<file path="src/hw/rtl/ctts_pkg.sv">
// Shared types and constants for the character class table search core.
// Holds operation codes, controller states and the command and status bundles.
// No dependencies.
`timescale 1ns / 1ps

package ctts_pkg;

  localparam logic [1:0] OP_APPEND = 2'd0;
  localparam logic [1:0] OP_LOOKUP = 2'd1;
  localparam logic [1:0] OP_CLEAR  = 2'd2;

  localparam int unsigned CODE_W  = 16;
  localparam int unsigned CLASS_W = 16;

  typedef enum logic [3:0] {
    ST_IDLE  = 4'b0001,
    ST_PROBE = 4'b0010,
    ST_CMP   = 4'b0100,
    ST_RESP  = 4'b1000
  } ctrl_state_e;

  typedef struct packed {
    logic accept;
    logic probe;
    logic compare;
  } dp_cmd_t;

  typedef struct packed {
    logic early_miss;
    logic hit;
    logic range_done;
  } dp_sts_t;

endpackage

</file>
<file path="src/hw/rtl/ctts_ctrl.sv">
// Controller state machine for the character class table search core; uses ctts_pkg.
// Sequences each lookup that is not an early miss through probe and compare steps.
`timescale 1ns / 1ps

module ctts_ctrl (
  input  logic              clk_i,
  input  logic              rst_ni,
  input  logic              start_i,
  input  logic [1:0]        op_i,
  input  ctts_pkg::dp_sts_t sts_i,
  output ctts_pkg::dp_cmd_t cmd_o,
  output logic              busy_o,
  output logic              done_o
);

  ctts_pkg::ctrl_state_e state_q, state_d;
  logic                  accept;

  assign busy_o = (state_q != ctts_pkg::ST_IDLE);
  assign accept = start_i && !busy_o;
  assign done_o = (state_q == ctts_pkg::ST_RESP);

  assign cmd_o.accept  = accept;
  assign cmd_o.probe   = (state_q == ctts_pkg::ST_PROBE);
  assign cmd_o.compare = (state_q == ctts_pkg::ST_CMP);

  always_comb begin
    state_d = state_q;
    unique case (state_q)
      ctts_pkg::ST_IDLE: begin
        if (accept) begin
          if (op_i == ctts_pkg::OP_LOOKUP && !sts_i.early_miss) begin
            state_d = ctts_pkg::ST_PROBE;
          end else begin
            state_d = ctts_pkg::ST_RESP;
          end
        end
      end
      ctts_pkg::ST_PROBE: state_d = ctts_pkg::ST_CMP;
      ctts_pkg::ST_CMP: begin
        if (sts_i.hit || sts_i.range_done) begin
          state_d = ctts_pkg::ST_RESP;
        end else begin
          state_d = ctts_pkg::ST_PROBE;
        end
      end
      ctts_pkg::ST_RESP: state_d = ctts_pkg::ST_IDLE;
      default: state_d = ctts_pkg::ST_IDLE;
    endcase
  end

  always_ff @(posedge clk_i or negedge rst_ni) begin
    if (!rst_ni) begin
      state_q <= ctts_pkg::ST_IDLE;
    end else begin
      state_q <= state_d;
    end
  end

endmodule

</file>
<file path="config.mk">
export PLATFORM = sky130hd
export DESIGN_NAME = ctts_ctrl
export DESIGN_NICKNAME = d
export VERILOG_FILES = /design/src/hw/rtl/ctts_pkg.sv /design/src/hw/rtl/ctts_ctrl.sv
export SDC_FILE = /design/constraint.sdc
export NUM_CORES = 1
export LEC_CHECK = 0
export BUFFER_PORTS_ARGS = -buffer_cell sky130_fd_sc_hd__buf_2
export CELL_PAD_IN_SITES_DETAIL_PLACEMENT = 0
export CELL_PAD_IN_SITES_GLOBAL_PLACEMENT = 1
export CORE_AREA = 2 2 39 41
export CTS_CLUSTER_SIZE = 14
export DETAILED_ROUTE_END_ITERATION = 8
export DIE_AREA = 0 0 41 43
export MAX_ROUTING_LAYER = met4
export PLACE_DENSITY_LB_ADDON = 0.1
export SKIP_LAST_GASP = 1
export SLEW_MARGIN = 15
export SYNTH_ARGS = -nofsm -noshare
export SYNTH_HDL_FRONTEND = slang
export SYNTH_SLANG_ARGS = --single-unit
</file>
<file path="constraint.sdc">
create_clock -name clk_i -period 1.57 [get_ports clk_i]
set_clock_uncertainty 0.2 [all_clocks]
set_input_delay 0.0785 -clock clk_i [delete_from_list [all_inputs] [get_ports clk_i]]
set_output_delay 0.0785 -clock clk_i [all_outputs]
set_load 0.05 [all_outputs]
</file>
==> results of run 1 <==
-- worst min path at each step --
| stage | start | end | slack [ns] | depth (start not counted) |
|---|---|---|---|---|
| floorplan | rst_ni | state_q[1]$_DFFE_PN0P_ | -0.42 | 0 |
| global placement | rst_ni | state_q[3]$_DFFE_PN0P_ | -0.31 | 1 |
| detailed placement | rst_ni | state_q[3]$_DFFE_PN0P_ | -0.31 | 1 |
| CTS | sts_i[2] | state_q[1]$_DFFE_PN0P_ | 0.05 | 4 |
| global route | op_i[1] | state_q[1]$_DFFE_PN0P_ | 0.07 | 4 |
| finish | sts_i[2] | state_q[1]$_DFFE_PN0P_ | 0.05 | 4 |
-- per-layer routing --
layer / up-vias / track usage [%] / part of all wire, %
met3: 2 / 4.71 / 3.7
met2: 9 / 13.1 / 49
met1: 127 / 11.7 / 45
li1: 133 / - / -
met5: - / - / 0
met4: 0 / 6.00 / 2.1
-- cells in the final DEF (no fill, tap or decap) --
cell,count
buf_2,7
buf_4,7
dlygate4sd3_1,5
buf_6,4
nor2_1,3
clkbuf_4,3
dfrtp_2,3
nor4b_4,2
nor4b_2,2
inv_2,1
and2_2,1
nor4b_1,1
xor2_1,1
a22oi_2,1
nor3b_1,1
a22oi_1,1
nand2b_1,1
o21ai_1,1
a21oi_2,1
clkbuf_1,1
dfstp_2,1
-- final cells by class --
class                   count  area (um2)
inverters                   1        3.75
fillers                   143         885
multi-input cells          16         161
well taps                  16        20.0
clock buffers               4        26.3
flip-flops and latches      4         105
repair buffers             23         183
-- metrics by stage --
| step | total power [mW] | cells | hold WS [ns] |
|---|---|---|---|
| 2_1_floorplan | 0.282 | 22 | -0.417 |
| 3_3_place_gp | 0.335 | 51 | -0.314 |
| 3_5_place_dp | 0.336 | 51 | -0.314 |
| 4_1_cts | 0.533 | 63 | 0.0543 |
| 5_1_grt | 0.566 | 64 | 0.0735 |
| 6_report | 0.527 | 64 | 0.0539 |
-- repair_timing --
| item | CTS | global route |
|---|---|---|
| gates resized for setup | 11 | 1 |
| pin swaps | 2 | 1 |
| hold buffers | 5 | 0 |
| gates cloned | 0 | 0 |
| hold endpoints to repair | 7 | 0 |
| setup buffers | 3 | 1 |
| endpoints found under the setup margin | 5 | 6 |
-- cell families (layout without fill, tap and decap cells) --
logic type      after synthesis  in the layout  share of synthesized area [%]
simple gates                 11             11                           40.7
flops                         4              4                           38.8
buf+inv                       2             28                           4.31
xor+xnor                      1              1                           3.35
compound gates                4              4                           12.9
-- power breakdown --
part           total [mW]  switching (mW)  internal (mW)  leakage [nW]
clock network       0.141          0.0451         0.0956        0.0150
logic               0.246           0.127          0.119         0.160
registers           0.141          0.0199          0.121        0.0469
-- worst max-delay path, cell delays in order, from the launching register on --
cell	delay, ns
dfrtp_2	0.46
nor4b_4	0.27
buf_4	0.16
inv_2	0.03
buf_6	0.14
==> impl_results.md, run 1 <==
- Status: finished with violations
- Failing checks: setup timing
- Final core occ: 36.1%
- First-pass GRT wire length: 1.12 mm
- Initial Util: 18.9%
- Pins Over Slew Limit: 0
- Worst R2R End: state_q[3]$_DFFE_PN0P_
- Critical path class: register to output port
- Biggest regs: state_q (4)
- CTS sink count: 4
- Fin nets: 57
- Tcrit/Tclk final: 101%
- Crit start category: register
- Remaining antenna violation count: 0
- Worst Tran Pin Value: 0.231 ns
- FF-to-FF setup slack: 0.11 ns
- RSZ-0062 raised after global routing: yes
- Initial drt markers: 1
- Placer Congestion: 0.619
- Die width: 41 um
- Core Area: 1380 um2
- Routed via count: 271
- HP Class: input port to register
- Rel. slew slack: 84.4%
- YS warnings: 0
- Worst vdd ir: 0.000364 V
- Design Area, Final: 499 um2
- Die area: 1760 um2
- Cell area power density: 1060 nW/um2
- R2r startpoint: state_q[3]$_DFFE_PN0P_
- GRT overflow: 0
- Row cnt: 14
- DRC Markers: 0
- Final Critical Period: 1.58 ns
- Dpl ws: 0.117 ns
- CTS clock-pin slew for the worst setup and hold paths: 0.04 ns
- Synth area leader: dfrtp_1
- Share of post-route cells with drive strength above 1: 68.8%
- Cts bufs inserted: 3
- PortBufs: 12
- Bufs on Longest Clock Path: 2
- End point of the critical path: busy_o
- Final Hold Vio Count: 0
- Root buf cell: clkbuf_4
- Pin count of the biggest net entering global routing: 7
- Clock latency on the worst-skew pair: 0.24 ns
- Max_cap viols: 0
- H-tree levels: 1
- Critical Path End Type: output port
- Avg Cell Area, Syn: 11.9 um2
- Most frequently used flop master after synthesis: dfrtp_1
- Via density: 4.23
- Fraction of registers with async set/reset: 100%
- HPWL Detailed: 442 um
- Antenna Cells: 0
- Post-synthesis cell count: 22
- Syn Std Cell Area: 262 um2
- Wire length per cell: 9.59 um
- CTS tree: built
- Post-synthesis sequential area ratio: 38.8%
- Crit path launch: state_q[3]$_DFFE_PN0P_
- Top cells by area, synth: dfrtp_1, nor4b_4, dfstp_2, nor4b_1, a22oi_2
- Vias in the first global route: 285
- Yosys reg bits: 4
- Initial antenna violation count: 0
- Register name with the most flops: state_q
- Post-synth cell types: 15
- Largest register FFs: 4
- Worst EP arrival: 1.30 ns
- DRT Wirelength: 614 um
- Final TNS setup: -0.0197 ns
- WP data required: 1.29 ns
- Final setup margin: -0.00993 ns
- Synth cell count leaders: dfrtp_1, nor2_1, nor4b_1, nor4b_4
- DRT Pass-1 Iters: 2
- GRT Total Usage: 9.91%
- Area Growth Syn to Fin: 90.9%
- Number of synthesized flops with an enable pin: 0
- Top cell type's share of synthesized area: 28.7%
- Syn_nets: 30
- # IOs: 13
- Fmax: 0.633 GHz
- Reg2Reg Depth: 5
- Leakage: 0.222 nW
- Post-DP Area: 363 um2
- Endpoints failing setup: 2
- CP Max Fanout: 6
- Die Y: 43 um
(Power assumes the default switching activity.)
==> run 2, diff against run 1 <==
Settings changed: BUFFER_PORTS_ARGS -buffer_cell sky130_fd_sc_hd__buf_2 to -buffer_cell sky130_fd_sc_hd__clkbuf_2.
==> run 2 against run 1 <==
Effect of this change: the flow still finishes with violations (setup timing); maximum frequency fell by 4.3%; combinational power rose by 19%; via count rose by 0.74%; design area rose by 13%; global-route usage fell by 0.19 points; sequential share of layout area fell by 2.3 points; die area did not move; clock power barely moved; setup slack got worse by 0.071 ns; final cell count rose by 3.1%; critical endpoint is now cmd_o[2].
==> impl_results.md, run 2 (synthesized netlist as in run 1, its figures left out) <==
- Final setup margin: -0.0805 ns (was -0.00993 ns)
- Core Area: 1380 um2 (unchanged)
- DRC Markers: 0 (unchanged)
- Max_cap viols: 0 (unchanged)
- DRT Pass-1 Iters: 4 (was 2)
- Wire length per cell: 9.79 um (was 9.59 um)
- HP Class: input port to register (unchanged)
- Critical Path End Type: output port (unchanged)
- Hold depth: 4 (unchanged)
- Hold path start: sts_i[2] (unchanged)
- Fin nets: 59 (was 57)
- GRT Total Usage: 9.72% (was 9.91%)
- Via density: 4.14 (was 4.23)
- Fin cells: 66 (was 64)
- H-tree levels: 1 (unchanged)
- Levels on crit path: 3 (was 4)
- PortBufs: 12 (unchanged)
- Pins Over Slew Limit: 0 (unchanged)
- Crit start category: register (unchanged)
- Status: finished with violations (unchanged)
- Placer Congestion: 0.584 (was 0.619)
- HPWL Detailed: 466 um (was 442 um)
- Dpl cells: 51 (unchanged)
- Bufs on Longest Clock Path: 2 (unchanged)
- R2r startpoint: state_q[3]$_DFFE_PN0P_ (unchanged)
- RSZ-0062 raised after global routing: yes (unchanged)
- Final TNS setup: -0.163 ns (was -0.0197 ns)
- Cell area power density: 1020 nW/um2 (was 1060 nW/um2)
- Tcrit/Tclk final: 105% (was 101%)
- Fmax: 0.606 GHz (was 0.633 GHz)
- Initial antenna violation count: 0 (unchanged)
- Design Area, Final: 562 um2 (was 499 um2)
- Die Y: 43 um (unchanged)
- Clock latency on the worst-skew pair: 0.23 ns (was 0.24 ns)
- Leakage: 0.247 nW (was 0.222 nW)
- Endpoints failing setup: 4 (was 2)
- Failing checks: setup timing (unchanged)
- Die area: 1760 um2 (unchanged)
- Antenna Cells: 0 (unchanged)
- Cts bufs inserted: 3 (unchanged)
- WP data required: 1.29 ns (about the same)
- Final Critical Period: 1.65 ns (was 1.58 ns)
- Reg2Reg Depth: 6 (was 5)
- Crit path buffers/inverters: 1 (was 3)
- CTS sink count: 4 (unchanged)
- Row cnt: 14 (unchanged)
- Worst EP arrival: 1.37 ns (was 1.30 ns)
- Initial Util: 18.9% (unchanged)
- Worst Tran Pin Value: 0.273 ns (was 0.231 ns)
- Worst path top cell family by delay: simple AND/OR/NAND/NOR gates (was flip-flops)
- Area Growth Syn to Fin: 115% (was 90.9%)
- Commonest non-fill, non-tap cell in the layout: clkbuf_2
- Most frequent cells in the layout: clkbuf_2, dlygate4sd3_1, buf_4 (was buf_2, buf_4, dlygate4sd3_1)
- Die width: 41 um (unchanged)
- Post-DP Area: 378 um2 (was 363 um2)
- Worst vdd ir: 0.000352 V (was 0.000364 V)
- CTS clock-pin slew for the worst setup and hold paths: 0.04 ns (about the same)
- Share of post-route cells with drive strength above 1: 70.0% (was 68.8%)
- Largest register FFs: 4 (unchanged)
- Root buf cell: clkbuf_4 (unchanged)
- Pin count of the biggest net entering global routing: 7 (unchanged)
- Register name with the most flops: state_q (unchanged)
- Final Hold Vio Count: 0 (unchanged)
- Crit-path cells: nor4b_4 -> and2_4 -> buf_12 (was nor4b_4 -> buf_4 -> inv_2 -> buf_6)
- Vias in the first global route: 297 (was 285)
- Routed via count: 273 (was 271)
- Crit path launch: state_q[1]$_DFFE_PN0P_ (was state_q[3]$_DFFE_PN0P_)
- Rel. slew slack: 81.7% (was 84.4%)
- Critical path class: register to output port (unchanged)
- GRT overflow: 0 (unchanged)
- FF-to-FF setup slack: 0.03 ns (was 0.11 ns)
- DRT Wirelength: 646 um (was 614 um)
- Remaining antenna violation count: 0 (unchanged)
- CP Max Fanout: 5 (was 6)
- CP max stage cell: dfrtp_2 (unchanged)
- CTS tree: built (unchanged)
- Biggest regs: state_q (4) (unchanged)
- Initial drt markers: 2 (was 1)
- Hold Path Sink: state_q[1]$_DFFE_PN0P_ (unchanged)
- # IOs: 13 (unchanged)
- Worst R2R End: state_q[3]$_DFFE_PN0P_ (unchanged)
- Crit path largest cell delay: 0.45 ns (was 0.46 ns)
- First-pass GRT wire length: 1.06 mm (was 1.12 mm)
- Layout fillers: 141 (was 143)
[run 2: per-stage QoR]
stage	total power, mW	worst slack (ns)	hold slack, ns	utilization [%]
after global routing	0.608	-0.116	0.0847	40.6
after global placement	0.353	0.106	-0.315	27.3
after CTS	0.560	-0.104	0.0488	36.6
after detailed placement	0.354	0.0733	-0.314	27.3
final	0.573	-0.0805	0.0585	40.6
after floorplan	0.282	-0.179	-0.417	-
[run 2: metal layers]
layer,track usage [%],wire length (um),up-vias
li1,-,-,137
met1,8.17,243,125
met4,10.0,13,0
met2,15.0,370,9
met5,-,0,-
met3,3.14,18,2
[run 2: worst max path at each step]
stage,slack [ns],endpoint
final,-0.08,cmd_o[2]
after global routing,-0.12,cmd_o[2]
after global placement,0.11,state_q[1]$_DFFE_PN0P_
after detailed placement,0.07,state_q[3]$_DFFE_PN0P_
after floorplan,-0.18,state_q[3]$_DFFE_PN0P_
after CTS,-0.10,cmd_o[2]
[run 2: worst register-to-register path: stages (launching register included)]
cell and delay, ns:
dfrtp_2 0.45, buf_6 0.14, nor4b_4 0.25, buf_4 0.17, buf_6 0.08, o21ai_2 0.04, a21oi_2 0.13
[run 2: final cells by class]
| cell class | count | area [um2] | area share [%] |
|---|---|---|---|
| clock buffers | 4 | 26.3 | 4.68 |
| inverters | 1 | 3.75 | 0.668 |
| multi-input cells | 16 | 175 | 31.2 |
| flip-flops and latches | 4 | 105 | 18.7 |
| well taps | 16 | 20.0 | 3.56 |
| repair buffers | 25 | 231 | 41.2 |
[run 2: power by group]
part,total (mW),internal (mW),switching (mW)
logic,0.292,0.157,0.135
registers,0.141,0.121,0.0200
clock network,0.140,0.0956,0.0448
total,0.573,0.373,0.200
[run 2: timing repair]
action                                  4_1_cts  5_1_grt
endpoints found under the hold margin         7        0
buffers inserted                              2        4
gates resized for setup                      10        6
pin swaps                                     1        3
endpoints found under the setup margin        5        7
hold buffers                                  5        0
